$ cat src/hdl/clp_pkg.sv
// Shared types and constants for the clipped line pixel generator.
package clp_pkg;

    // Default geometry parameters
    localparam int COORD_BITS_DEF = 12;
    localparam int PITCH_BITS_DEF = 15;

    // Fixed field and register widths
    localparam int OFFSET_BITS    = 26;
    localparam int COLOR_BITS     = 32;
    localparam int SCREEN_BITS    = 13;
    localparam int ROW_PITCH_BITS = 15;
    localparam int BPP_BITS       = 3;
    localparam int CFG_INDEX_BITS = 3;
    localparam int CFG_DATA_BITS  = 15;

    // Configuration register indexes
    localparam logic [CFG_INDEX_BITS-1:0] REG_ENABLE          = 3'd0;
    localparam logic [CFG_INDEX_BITS-1:0] REG_SCREEN_WIDTH    = 3'd1;
    localparam logic [CFG_INDEX_BITS-1:0] REG_SCREEN_HEIGHT   = 3'd2;
    localparam logic [CFG_INDEX_BITS-1:0] REG_ROW_PITCH       = 3'd3;
    localparam logic [CFG_INDEX_BITS-1:0] REG_BYTES_PER_PIXEL = 3'd4;

    // Request codes
    localparam logic REQ_START = 1'b0;
    localparam logic REQ_STEP  = 1'b1;

    // Pixel sizes and their color masks
    localparam logic [BPP_BITS-1:0] BPP_NONE  = 3'd0;
    localparam logic [BPP_BITS-1:0] BPP_1     = 3'd1;
    localparam logic [BPP_BITS-1:0] BPP_2     = 3'd2;
    localparam logic [BPP_BITS-1:0] BPP_3     = 3'd3;
    localparam logic [BPP_BITS-1:0] BPP_4     = 3'd4;
    localparam logic [BPP_BITS-1:0] BPP_RESET = BPP_4;

    localparam logic [COLOR_BITS-1:0] MASK_8  = 32'h0000_00FF;
    localparam logic [COLOR_BITS-1:0] MASK_16 = 32'h0000_FFFF;
    localparam logic [COLOR_BITS-1:0] MASK_24 = 32'h00FF_FFFF;
    localparam logic [COLOR_BITS-1:0] MASK_32 = 32'hFFFF_FFFF;

    // Configuration seen by the datapath (row pitch travels apart, its width is a parameter)
    typedef struct packed {
        logic                   enable;
        logic [SCREEN_BITS-1:0] screen_width;
        logic [SCREEN_BITS-1:0] screen_height;
        logic [BPP_BITS-1:0]    bytes_per_pixel;
    } cfg_t;

    // Control bits of a point between walker and address stage
    typedef struct packed {
        logic last;
        logic idle;
    } pt_ctl_t;

endpackage

$ cat src/hdl/clp_req_if.sv
// Request channel: start and step beats for the line walker.
interface clp_req_if
    import clp_pkg::*;
#(
    parameter int COORD_BITS = COORD_BITS_DEF
) ();

    logic                  valid;
    logic                  ready;
    logic                  req_type;
    logic [COORD_BITS-1:0] x_start;
    logic [COORD_BITS-1:0] y_start;
    logic [COORD_BITS-1:0] x_end;
    logic [COORD_BITS-1:0] y_end;
    logic [COLOR_BITS-1:0] line_color;

    modport source (
        output valid, req_type, x_start, y_start, x_end, y_end, line_color,
        input  ready
    );

    modport sink (
        input  valid, req_type, x_start, y_start, x_end, y_end, line_color,
        output ready
    );

endinterface

$ cat src/hdl/clp_pix_if.sv
// Pixel channel: one point beat per accepted request.
interface clp_pix_if
    import clp_pkg::*;
#(
    parameter int COORD_BITS = COORD_BITS_DEF
) ();

    logic                   valid;
    logic                   ready;
    logic [COORD_BITS-1:0]  point_x;
    logic [COORD_BITS-1:0]  point_y;
    logic [OFFSET_BITS-1:0] byte_offset;
    logic [COLOR_BITS-1:0]  pixel_data;
    logic                   write_enable;
    logic                   last_point;
    logic                   idle;

    modport source (
        output valid, point_x, point_y, byte_offset, pixel_data, write_enable,
               last_point, idle,
        input  ready
    );

    modport sink (
        input  valid, point_x, point_y, byte_offset, pixel_data, write_enable,
               last_point, idle,
        output ready
    );

endinterface

$ cat src/hdl/clp_walker.sv
// Bresenham walker stage: line state and one registered point per request.
module clp_walker
    import clp_pkg::*;
#(
    parameter int COORD_BITS = COORD_BITS_DEF
) (
    input  logic                  clk,
    input  logic                  rst_n,
    input  cfg_t                  cfg,
    clp_req_if.sink               req,
    output logic                  pt_valid,
    input  logic                  pt_ready,
    output logic [COORD_BITS-1:0] pt_x,
    output logic [COORD_BITS-1:0] pt_y,
    output logic [COLOR_BITS-1:0] pt_color,
    output pt_ctl_t               pt_ctl,
    output logic                  line_active
);

    localparam int EW = COORD_BITS + 3;

    logic [COORD_BITS-1:0] cur_x_reg, cur_x_next;
    logic [COORD_BITS-1:0] cur_y_reg, cur_y_next;
    logic [COORD_BITS-1:0] end_x_reg, end_x_next;
    logic [COORD_BITS-1:0] end_y_reg, end_y_next;
    logic [COORD_BITS-1:0] delta_x_reg, delta_x_next;
    logic [COORD_BITS-1:0] delta_y_reg, delta_y_next;
    logic                  x_backward_reg, x_backward_next;
    logic                  y_backward_reg, y_backward_next;
    logic signed [EW-1:0]  error_term_reg, error_term_next;
    logic [COLOR_BITS-1:0] held_color_reg, held_color_next;
    logic                  line_active_reg, line_active_next;

    logic                  valid_reg;
    logic [COORD_BITS-1:0] pt_x_reg;
    logic [COORD_BITS-1:0] pt_y_reg;
    logic [COLOR_BITS-1:0] pt_color_reg;
    pt_ctl_t               pt_ctl_reg, pt_ctl_next;

    logic                  accept;
    logic [COORD_BITS-1:0] dx_start, dy_start;
    logic signed [EW:0]    e2, neg_dy, dx_wide;
    logic signed [EW-1:0]  dx_ext, dy_ext;
    logic                  x_move, y_move;

    // Take a new beat whenever the point register is free or drains this cycle
    assign req.ready = !valid_reg || pt_ready;
    assign accept    = req.valid && req.ready;

    // Start-of-line deltas
    assign dx_start = (req.x_end > req.x_start) ? req.x_end - req.x_start
                                                : req.x_start - req.x_end;
    assign dy_start = (req.y_end > req.y_start) ? req.y_end - req.y_start
                                                : req.y_start - req.y_end;

    // Step decisions from the doubled error term
    assign e2      = $signed({error_term_reg, 1'b0});
    assign neg_dy  = -$signed({4'b0000, delta_y_reg});
    assign dx_wide = $signed({4'b0000, delta_x_reg});
    assign dx_ext  = $signed({3'b000, delta_x_reg});
    assign dy_ext  = $signed({3'b000, delta_y_reg});
    assign x_move  = e2 > neg_dy;
    assign y_move  = e2 < dx_wide;

    // Next line state and emitted point
    always_comb
    begin
        cur_x_next      = cur_x_reg;
        cur_y_next      = cur_y_reg;
        end_x_next      = end_x_reg;
        end_y_next      = end_y_reg;
        delta_x_next    = delta_x_reg;
        delta_y_next    = delta_y_reg;
        x_backward_next = x_backward_reg;
        y_backward_next = y_backward_reg;
        error_term_next = error_term_reg;
        held_color_next = held_color_reg;
        line_active_next = line_active_reg;
        pt_ctl_next.last = 1'b0;
        pt_ctl_next.idle = 1'b1;

        if (!cfg.enable)
        begin
            line_active_next = 1'b0;
        end
        else if (req.req_type == REQ_START)
        begin
            cur_x_next      = req.x_start;
            cur_y_next      = req.y_start;
            end_x_next      = req.x_end;
            end_y_next      = req.y_end;
            delta_x_next    = dx_start;
            delta_y_next    = dy_start;
            x_backward_next = !(req.x_start < req.x_end);
            y_backward_next = !(req.y_start < req.y_end);
            error_term_next = $signed({3'b000, dx_start}) - $signed({3'b000, dy_start});
            held_color_next = req.line_color;
            pt_ctl_next.last = (req.x_start == req.x_end) && (req.y_start == req.y_end);
            pt_ctl_next.idle = 1'b0;
            line_active_next = !pt_ctl_next.last;
        end
        else if (line_active_reg)
        begin
            if (x_move)
            begin
                cur_x_next = x_backward_reg ? cur_x_reg - COORD_BITS'(1)
                                            : cur_x_reg + COORD_BITS'(1);
            end
            if (y_move)
            begin
                cur_y_next = y_backward_reg ? cur_y_reg - COORD_BITS'(1)
                                            : cur_y_reg + COORD_BITS'(1);
            end
            error_term_next = error_term_reg - (x_move ? dy_ext : '0)
                                             + (y_move ? dx_ext : '0);
            pt_ctl_next.last = (cur_x_next == end_x_reg) && (cur_y_next == end_y_reg);
            pt_ctl_next.idle = 1'b0;
            if (pt_ctl_next.last)
            begin
                line_active_next = 1'b0;
            end
        end
    end

    // Line state registers
    always_ff @(posedge clk or negedge rst_n)
    begin
        if (!rst_n)
        begin
            cur_x_reg       <= '0;
            cur_y_reg       <= '0;
            end_x_reg       <= '0;
            end_y_reg       <= '0;
            delta_x_reg     <= '0;
            delta_y_reg     <= '0;
            x_backward_reg  <= 1'b0;
            y_backward_reg  <= 1'b0;
            error_term_reg  <= '0;
            held_color_reg  <= '0;
            line_active_reg <= 1'b0;
        end
        else if (accept)
        begin
            cur_x_reg       <= cur_x_next;
            cur_y_reg       <= cur_y_next;
            end_x_reg       <= end_x_next;
            end_y_reg       <= end_y_next;
            delta_x_reg     <= delta_x_next;
            delta_y_reg     <= delta_y_next;
            x_backward_reg  <= x_backward_next;
            y_backward_reg  <= y_backward_next;
            error_term_reg  <= error_term_next;
            held_color_reg  <= held_color_next;
            line_active_reg <= line_active_next;
        end
    end

    // Point register valid flag
    always_ff @(posedge clk or negedge rst_n)
    begin
        if (!rst_n)
        begin
            valid_reg <= 1'b0;
        end
        else if (req.ready)
        begin
            valid_reg <= req.valid;
        end
    end

    // Point payload, held while the next stage stalls
    always_ff @(posedge clk)
    begin
        if (accept)
        begin
            pt_x_reg     <= cur_x_next;
            pt_y_reg     <= cur_y_next;
            pt_color_reg <= held_color_next;
            pt_ctl_reg   <= pt_ctl_next;
        end
    end

    assign pt_valid    = valid_reg;
    assign pt_x        = pt_x_reg;
    assign pt_y        = pt_y_reg;
    assign pt_color    = pt_color_reg;
    assign pt_ctl      = pt_ctl_reg;
    assign line_active = line_active_reg;

endmodule

$ cat src/hdl/clp_addr.sv
// Address stage: byte offset, pixel data and clipping into the result register.
module clp_addr
    import clp_pkg::*;
#(
    parameter int COORD_BITS = COORD_BITS_DEF,
    parameter int PITCH_W    = ROW_PITCH_BITS
) (
    input  logic                  clk,
    input  logic                  rst_n,
    input  cfg_t                  cfg,
    input  logic [PITCH_W-1:0]    row_pitch,
    input  logic                  pt_valid,
    output logic                  pt_ready,
    input  logic [COORD_BITS-1:0] pt_x,
    input  logic [COORD_BITS-1:0] pt_y,
    input  logic [COLOR_BITS-1:0] pt_color,
    input  pt_ctl_t               pt_ctl,
    clp_pix_if.source             pix
);

    localparam int PY_W   = COORD_BITS + PITCH_W;
    localparam int PX_W   = COORD_BITS + BPP_BITS;
    localparam int SUM_W  = ((PY_W > OFFSET_BITS) ? PY_W : OFFSET_BITS) + 1;
    localparam int CMP_W  = (COORD_BITS > SCREEN_BITS) ? COORD_BITS : SCREEN_BITS;

    logic                   valid_reg;
    logic [COORD_BITS-1:0]  x_reg;
    logic [COORD_BITS-1:0]  y_reg;
    logic [OFFSET_BITS-1:0] offset_reg;
    logic [COLOR_BITS-1:0]  data_reg;
    logic                   we_reg;
    logic                   last_reg;
    logic                   idle_reg;

    logic [PY_W-1:0]        prod_y;
    logic [PX_W-1:0]        prod_x;
    logic [SUM_W-1:0]       off_sum;
    logic [COLOR_BITS-1:0]  data_mask;
    logic                   size_ok;
    logic                   on_screen;
    logic                   load;

    assign pt_ready = !valid_reg || pix.ready;
    assign load     = pt_valid && pt_ready;

    // Offset y*pitch + x*bytes_per_pixel, wrapped to the offset width
    assign prod_y  = PY_W'(pt_y) * PY_W'(row_pitch);
    assign prod_x  = PX_W'(pt_x) * PX_W'(cfg.bytes_per_pixel);
    assign off_sum = SUM_W'(prod_y) + SUM_W'(prod_x);

    // Truncate the color to the pixel width
    always_comb
    begin
        size_ok   = 1'b1;
        data_mask = '0;
        case (cfg.bytes_per_pixel)
            BPP_1:   data_mask = MASK_8;
            BPP_2:   data_mask = MASK_16;
            BPP_3:   data_mask = MASK_24;
            BPP_4:   data_mask = MASK_32;
            default: size_ok   = 1'b0;
        endcase
    end

    // Clip against the visible screen
    assign on_screen = (CMP_W'(pt_x) < CMP_W'(cfg.screen_width)) &&
                       (CMP_W'(pt_y) < CMP_W'(cfg.screen_height));

    // Result valid flag
    always_ff @(posedge clk or negedge rst_n)
    begin
        if (!rst_n)
        begin
            valid_reg <= 1'b0;
        end
        else if (pt_ready)
        begin
            valid_reg <= pt_valid;
        end
    end

    // Result payload; an idle beat reports zeros
    always_ff @(posedge clk)
    begin
        if (load)
        begin
            idle_reg <= pt_ctl.idle;
            if (pt_ctl.idle)
            begin
                x_reg      <= '0;
                y_reg      <= '0;
                offset_reg <= '0;
                data_reg   <= '0;
                we_reg     <= 1'b0;
                last_reg   <= 1'b0;
            end
            else
            begin
                x_reg      <= pt_x;
                y_reg      <= pt_y;
                offset_reg <= off_sum[OFFSET_BITS-1:0];
                data_reg   <= pt_color & data_mask;
                we_reg     <= size_ok && on_screen;
                last_reg   <= pt_ctl.last;
            end
        end
    end

    assign pix.valid        = valid_reg;
    assign pix.point_x      = x_reg;
    assign pix.point_y      = y_reg;
    assign pix.byte_offset  = offset_reg;
    assign pix.pixel_data   = data_reg;
    assign pix.write_enable = we_reg;
    assign pix.last_point   = last_reg;
    assign pix.idle         = idle_reg;

endmodule

$ cat src/hdl/clipped_line_pixel_generator_core.sv
// Top level of the clipped line pixel generator: config registers, walker and address stage.
//
// Each request beat yields exactly one point beat, and a new request is taken every cycle
// while the pixel channel is ready (one point per cycle sustained). A beat is registered
// first in the Bresenham walker, where the error-term add/compare updates the line state
// and registers the point, and then in the address stage, where the y*pitch multiply plus
// x*bytes_per_pixel add forms the byte offset and the clip and color mask are applied.
// A start beat emits the first point, each step beat the next; with enable low any beat,
// and with no line active a step, returns an idle beat. Configuration writes take effect
// at the next edge and are meant to be made while no beat is in flight.
module clipped_line_pixel_generator_core
    import clp_pkg::*;
#(
    parameter int COORD_BITS = COORD_BITS_DEF,
    parameter int PITCH_BITS = PITCH_BITS_DEF
) (
    input  logic                      clk,
    input  logic                      rst_n,
    input  logic                      cfg_wen,
    input  logic [CFG_INDEX_BITS-1:0] cfg_index,
    input  logic [CFG_DATA_BITS-1:0]  cfg_data,
    clp_req_if.sink                   req,
    clp_pix_if.source                 pix
);

    localparam int PITCH_W = (PITCH_BITS < ROW_PITCH_BITS) ? PITCH_BITS : ROW_PITCH_BITS;

    cfg_t                  cfg_reg;
    logic [PITCH_W-1:0]    row_pitch_reg;

    logic                  pt_valid;
    logic                  pt_ready;
    logic [COORD_BITS-1:0] pt_x;
    logic [COORD_BITS-1:0] pt_y;
    logic [COLOR_BITS-1:0] pt_color;
    pt_ctl_t               pt_ctl;
    logic                  line_active;

    // Decode configuration writes
    always_ff @(posedge clk or negedge rst_n)
    begin
        if (!rst_n)
        begin
            cfg_reg.enable          <= 1'b0;
            cfg_reg.screen_width    <= '0;
            cfg_reg.screen_height   <= '0;
            cfg_reg.bytes_per_pixel <= BPP_RESET;
            row_pitch_reg           <= '0;
        end
        else if (cfg_wen)
        begin
            unique case (cfg_index)
                REG_ENABLE:          cfg_reg.enable          <= cfg_data[0];
                REG_SCREEN_WIDTH:    cfg_reg.screen_width    <= cfg_data[SCREEN_BITS-1:0];
                REG_SCREEN_HEIGHT:   cfg_reg.screen_height   <= cfg_data[SCREEN_BITS-1:0];
                REG_ROW_PITCH:       row_pitch_reg           <= cfg_data[PITCH_W-1:0];
                REG_BYTES_PER_PIXEL: cfg_reg.bytes_per_pixel <= cfg_data[BPP_BITS-1:0];
                default:             ;
            endcase
        end
    end

    clp_walker #(
        .COORD_BITS (COORD_BITS)
    ) u_walker (
        .clk         (clk),
        .rst_n       (rst_n),
        .cfg         (cfg_reg),
        .req         (req),
        .pt_valid    (pt_valid),
        .pt_ready    (pt_ready),
        .pt_x        (pt_x),
        .pt_y        (pt_y),
        .pt_color    (pt_color),
        .pt_ctl      (pt_ctl),
        .line_active (line_active)
    );

    clp_addr #(
        .COORD_BITS (COORD_BITS),
        .PITCH_W    (PITCH_W)
    ) u_addr (
        .clk       (clk),
        .rst_n     (rst_n),
        .cfg       (cfg_reg),
        .row_pitch (row_pitch_reg),
        .pt_valid  (pt_valid),
        .pt_ready  (pt_ready),
        .pt_x      (pt_x),
        .pt_y      (pt_y),
        .pt_color  (pt_color),
        .pt_ctl    (pt_ctl),
        .pix       (pix)
    );

    // A beat taken while disabled drops any line
    a_disable_drops_line: assert property (@(posedge clk) disable iff (!rst_n)
        (req.valid && req.ready && !cfg_reg.enable) |=> !line_active)
        else $error("line still active after a beat taken while disabled");

    // A step with no line leaves the walker without a line
    a_step_without_line: assert property (@(posedge clk) disable iff (!rst_n)
        (req.valid && req.ready && req.req_type == REQ_STEP && !line_active)
        |=> !line_active)
        else $error("step without a line started one");

    // An unsupported pixel size never writes
    a_bad_size_no_write: assert property (@(posedge clk) disable iff (!rst_n)
        (pix.valid && (cfg_reg.bytes_per_pixel == BPP_NONE ||
                       cfg_reg.bytes_per_pixel > BPP_4))
        |-> !pix.write_enable)
        else $error("write enable set with an unsupported pixel size");

    // An idle beat carries no write and no last mark
    a_idle_is_quiet: assert property (@(posedge clk) disable iff (!rst_n)
        (pix.valid && pix.idle) |-> (!pix.write_enable && !pix.last_point))
        else $error("idle beat with write enable or last mark");

endmodule

$ cat src/flat_wrapper.sv
// flat-port wrapper written by rule: the top's interface ports become plain ports
module clipped_line_pixel_generator_core_flat import clp_pkg::*;
#(
    parameter int COORD_BITS = COORD_BITS_DEF,
    parameter int PITCH_BITS = PITCH_BITS_DEF
)
  (clk, rst_n, cfg_wen, cfg_index, cfg_data, req_valid, req_req_type, req_x_start, req_y_start, req_x_end, req_y_end, req_line_color, req_ready, pix_valid, pix_point_x, pix_point_y, pix_byte_offset, pix_pixel_data, pix_write_enable, pix_last_point, pix_idle, pix_ready);
  clp_req_if #(.COORD_BITS(COORD_BITS)) req_i ();
  clp_pix_if #(.COORD_BITS(COORD_BITS)) pix_i ();
  input  logic clk;
  input  logic rst_n;
  input  logic cfg_wen;
  input  logic [CFG_INDEX_BITS-1:0] cfg_index;
  input  logic [CFG_DATA_BITS-1:0] cfg_data;
  input wire logic [$bits(req_i.valid)-1:0] req_valid;
  input wire logic [$bits(req_i.req_type)-1:0] req_req_type;
  input wire logic [$bits(req_i.x_start)-1:0] req_x_start;
  input wire logic [$bits(req_i.y_start)-1:0] req_y_start;
  input wire logic [$bits(req_i.x_end)-1:0] req_x_end;
  input wire logic [$bits(req_i.y_end)-1:0] req_y_end;
  input wire logic [$bits(req_i.line_color)-1:0] req_line_color;
  output wire logic [$bits(req_i.ready)-1:0] req_ready;
  output wire logic [$bits(pix_i.valid)-1:0] pix_valid;
  output wire logic [$bits(pix_i.point_x)-1:0] pix_point_x;
  output wire logic [$bits(pix_i.point_y)-1:0] pix_point_y;
  output wire logic [$bits(pix_i.byte_offset)-1:0] pix_byte_offset;
  output wire logic [$bits(pix_i.pixel_data)-1:0] pix_pixel_data;
  output wire logic [$bits(pix_i.write_enable)-1:0] pix_write_enable;
  output wire logic [$bits(pix_i.last_point)-1:0] pix_last_point;
  output wire logic [$bits(pix_i.idle)-1:0] pix_idle;
  input wire logic [$bits(pix_i.ready)-1:0] pix_ready;
  assign req_i.valid = req_valid;
  assign req_i.req_type = req_req_type;
  assign req_i.x_start = req_x_start;
  assign req_i.y_start = req_y_start;
  assign req_i.x_end = req_x_end;
  assign req_i.y_end = req_y_end;
  assign req_i.line_color = req_line_color;
  assign req_ready = req_i.ready;
  assign pix_valid = pix_i.valid;
  assign pix_point_x = pix_i.point_x;
  assign pix_point_y = pix_i.point_y;
  assign pix_byte_offset = pix_i.byte_offset;
  assign pix_pixel_data = pix_i.pixel_data;
  assign pix_write_enable = pix_i.write_enable;
  assign pix_last_point = pix_i.last_point;
  assign pix_idle = pix_i.idle;
  assign pix_i.ready = pix_ready;
  clipped_line_pixel_generator_core #(.COORD_BITS(COORD_BITS), .PITCH_BITS(PITCH_BITS)) u_core (.clk(clk), .rst_n(rst_n), .cfg_wen(cfg_wen), .cfg_index(cfg_index), .cfg_data(cfg_data), .req(req_i), .pix(pix_i));
endmodule
$ cat config.mk
export PLATFORM = sky130hd
export DESIGN_NAME = clipped_line_pixel_generator_core_flat
export DESIGN_NICKNAME = d
export VERILOG_FILES = /design/src/hdl/clp_pkg.sv /design/src/hdl/clp_req_if.sv /design/src/hdl/clp_pix_if.sv /design/src/hdl/clp_walker.sv /design/src/hdl/clp_addr.sv /design/src/hdl/clipped_line_pixel_generator_core.sv /design/src/flat_wrapper.sv
export SDC_FILE = /design/constraint.sdc
export NUM_CORES = 1
export LEC_CHECK = 0
export BUFFER_PORTS_ARGS = -buffer_cell sky130_fd_sc_hd__buf_2
export CORE_MARGIN = 1.5
export CORE_UTILIZATION = 25
export CTS_BUF_LIST = sky130_fd_sc_hd__clkbuf_4
export CTS_CLUSTER_DIAMETER = 60
export CTS_CLUSTER_SIZE = 20
export DETAILED_ROUTE_END_ITERATION = 10
export PLACE_DENSITY = 0.51
export REMOVE_ABC_BUFFERS = 1
export SYNTH_ARGS = -nofsm -noshare
export SYNTH_HDL_FRONTEND = slang
export SYNTH_HIERARCHICAL = 1
export SYNTH_SLANG_ARGS = --single-unit
export TNS_END_PERCENT = 100
$ cat constraint.sdc
create_clock -name clk -period 10.95 [get_ports clk]
set_input_delay 1.6425 -clock clk [delete_from_list [all_inputs] [get_ports clk]]
set_output_delay 1.6425 -clock clk [all_outputs]
set_load 0.02 [all_outputs]
==> qor.yml <==
outcome:
  outcome: "completed"
placed_design:
  pre_cts_ws_ns: 4.12
  gp_congestion: 0.838
  io_buffers: 190
  placed_area_um2: 28900
  hpwl_um: 58200
grt:
  grt_max_degree: 80
  grt_pass1_vias: 19418
  antenna_found_initial: 13
  grtUsageTotal_pct: 14.0
  grt_pass1_wl_um: 117000
  overflow: 0
floorplanning:
  core_area_um2: 105000
  row_count: 119
  die_h_um: 328
  die_area_um2: 108000
  start_util_pct: 25.2
  die_w_um: 328
  ioPinCount: 191
logic_synthesis:
  synth_ff_type: "dfrtp_1"
  synth_top_area_cell: "edfxtp_1"
  ys_seq_area_share_pct: 32.2
  synth_area_leaders: "edfxtp_1 16%, dfrtp_1 16%, fa_1 14%"
  synth_top_area_share_pct: 16.2
  ys_seq_elements: 312
  synth-async-reset-ratio_pct: 54.2
  syn_inst: 2676
  synth_area_um2: 26500
  avgSynthCellArea_um2: 9.89
  synth-edff-count: 143
  synth_cell_types: 90
  synth_warnings: 6
timing:
  clock.fmax_mhz: 155
  slew_headroom_pct: 17.6
  rsz0062_at_grt: "false"
  setup_ws_ns: 4.50
  drv_slew: 0
  hold_viol_final: 0
  period_share_pct: 58.9
  finalSetupViolCount: 0
  fin_crit_ns: 6.45
  tightestPinTransition_ns: 1.23
  fin_worst_skew_ns: 0.108
  setup-tns-final_ns: 0
final_layout:
  final_nets: 3346
  layout_common_cells: "366 x inv_1, 263 x nand2_1, 230 x ha_1"
  fillers: 11232
  drive_gt1_share_pct: 15.9
  area_delta_synth_final_pct: 11.9
  fin_area_um2: 29600
  post-route-util_pct: 28.2
  layout_commonest_cell: "inv_1"
critical_path:
  worstPathRequired_ns: 11.48
  arrival_ns: 6.99
  cpPeakStageDelay_ns: 0.93
  path_max_fanout: 17
  cpMostUsedCell: "fa_1"
  crit_chain: "nand2_1 > fa_1 > inv_1 > fa_1 > fa_1 > fa_1 > fa_1 > inv_1 > fa_1 > inv_1 > ha_1 > a21oi_2 > nor2b_1 > nor4b_2 > o21ai_1 > a211oi_1 > mux2_1"
  critPathCaptureType: "flip-flop"
  rr_worst_depth: 17
  cp_slowest_cell: "edfxtp_1"
  critical_path_class: "reg -> reg"
  start_kind: "flip-flop"
flow_run:
  cap_violations: 0
clock_network:
  cts_sinks: 312
  ctsResizeCount: 0
  cts_max_path_buffers: 3
  htreeDepth: 2
  worstSkewPairLatency_ns: 0.88
  clkTransAtPathRegs_ns: 0.13
  cts_tree: "built"
  cts_setup_buffers: 0
  hold_buffers: 0
  root_buffer: "clkbuf_4"
  cts_made_buffers: 41
route:
  ant_nets: 0
  drc: 0
  wire_per_inst_um: 17.8
  via_count: 19158
  drt_first_pass_iters: 8
  via_per_inst: 4.50
  drt-total-wl_um: 75600
  drtIter0Drc: 956
hold_path:
  hold_path.class: "reg -> reg"
  hold_depth: 1
-- cell families after synthesis --
group | Yosys count | share of synthesized area (%)
compound gates | 456 | 11.2
xor+xnor | 99 | 3.38
fa+ha+maj | 413 | 24.7
buf+inv | 465 | 6.82
flops | 312 | 32.2
mux | 163 | 7.16
simple gates | 768 | 14.6
-- cell type report --
type / instances / area (µm²) / share of cell area (%)
multi-input cells: 1899 / 16200 / 54.5
flip-flops and latches: 312 / 8520 / 28.8
well taps: 1391 / 1740 / 5.88
inverters: 368 / 1380 / 4.67
repair buffers: 207 / 1090 / 3.67
clock inverters: 31 / 380 / 1.28
clock buffers: 45 / 338 / 1.14
diodes: 3 / 7.51 / 0.0254
-- worst max-delay path, delay by kind of cell (launching register included) --
kind            cells  cell delay [ns]
compound gates      3             0.67
fa+ha+maj           7             3.57
buf+inv             3             0.16
flops               1             0.93
mux                 1             0.36
simple gates        3             0.51
-- Yosys cell counts (12+ instances only) --
cell type    n
clkbuf_1    77
a21o_1      37
xnor2_1     53
mux2_4      20
nand2b_1    21
a31oi_1     23
nor2b_1     58
nor3_1      36
nor2_1     115
a21oi_1    118
dfrtp_1    168
inv_1      367
o21ai_0    116
fa_1       183
nand4_1     14
and2_1     163
xor2_1      44
nand3_1     41
mux2i_1     22
ha_1       230
and3_1      12
edfxtp_1   143
o21a_1      12
a211oi_1    16
mux2_2     116
o211ai_1    19
nand2_1    264
-- per-layer routing --
metal | vias to the layer above | part of all wire, % | global-route usage [%]
met1 | 9341 | 45 | 18.3
li1 | 9337 | - | -
met3 | 116 | 4.1 | 2.09
met2 | 358 | 48 | 23.7
met5 | - | 0.048 | 0
met4 | 6 | 2.9 | 4.04
-- stage by stage --
| step | hold slack, ns | std cells |
|---|---|---|
| 2_1_floorplan | 0.450 | 2579 |
| 3_3_place_gp | 0.463 | 4177 |
| 3_5_place_dp | 0.479 | 4177 |
| 4_1_cts | 0.510 | 4253 |
| 5_1_grt | 0.528 | 4255 |
| 6_report | 0.513 | 4256 |
-- worst paths after layout --
path | startpoint | end | slack (ns)
worst min-delay path | u_core/u_walker/pt_valid | u_core/u_addr/pix.valid | 0.51
worst min register to register | u_core/u_walker/pt_valid | u_core/u_addr/pix.valid | 0.51
min in group asynchronous | rst_n | u_core/u_walker/held_color_reg[26] | 0.75
worst max register to register | u_core/u_walker/pt_y[4] | u_core/u_addr/pix.byte_offset[22] | 4.50
max in group asynchronous | rst_n | u_core/cfg_reg[25] | 8.81
worst max-delay path | u_core/u_walker/pt_y[4] | u_core/u_addr/pix.byte_offset[22] | 4.50
Power is not shown: default switching activity piles up to over one toggle a cycle in this logic, so the estimate is an artifact.
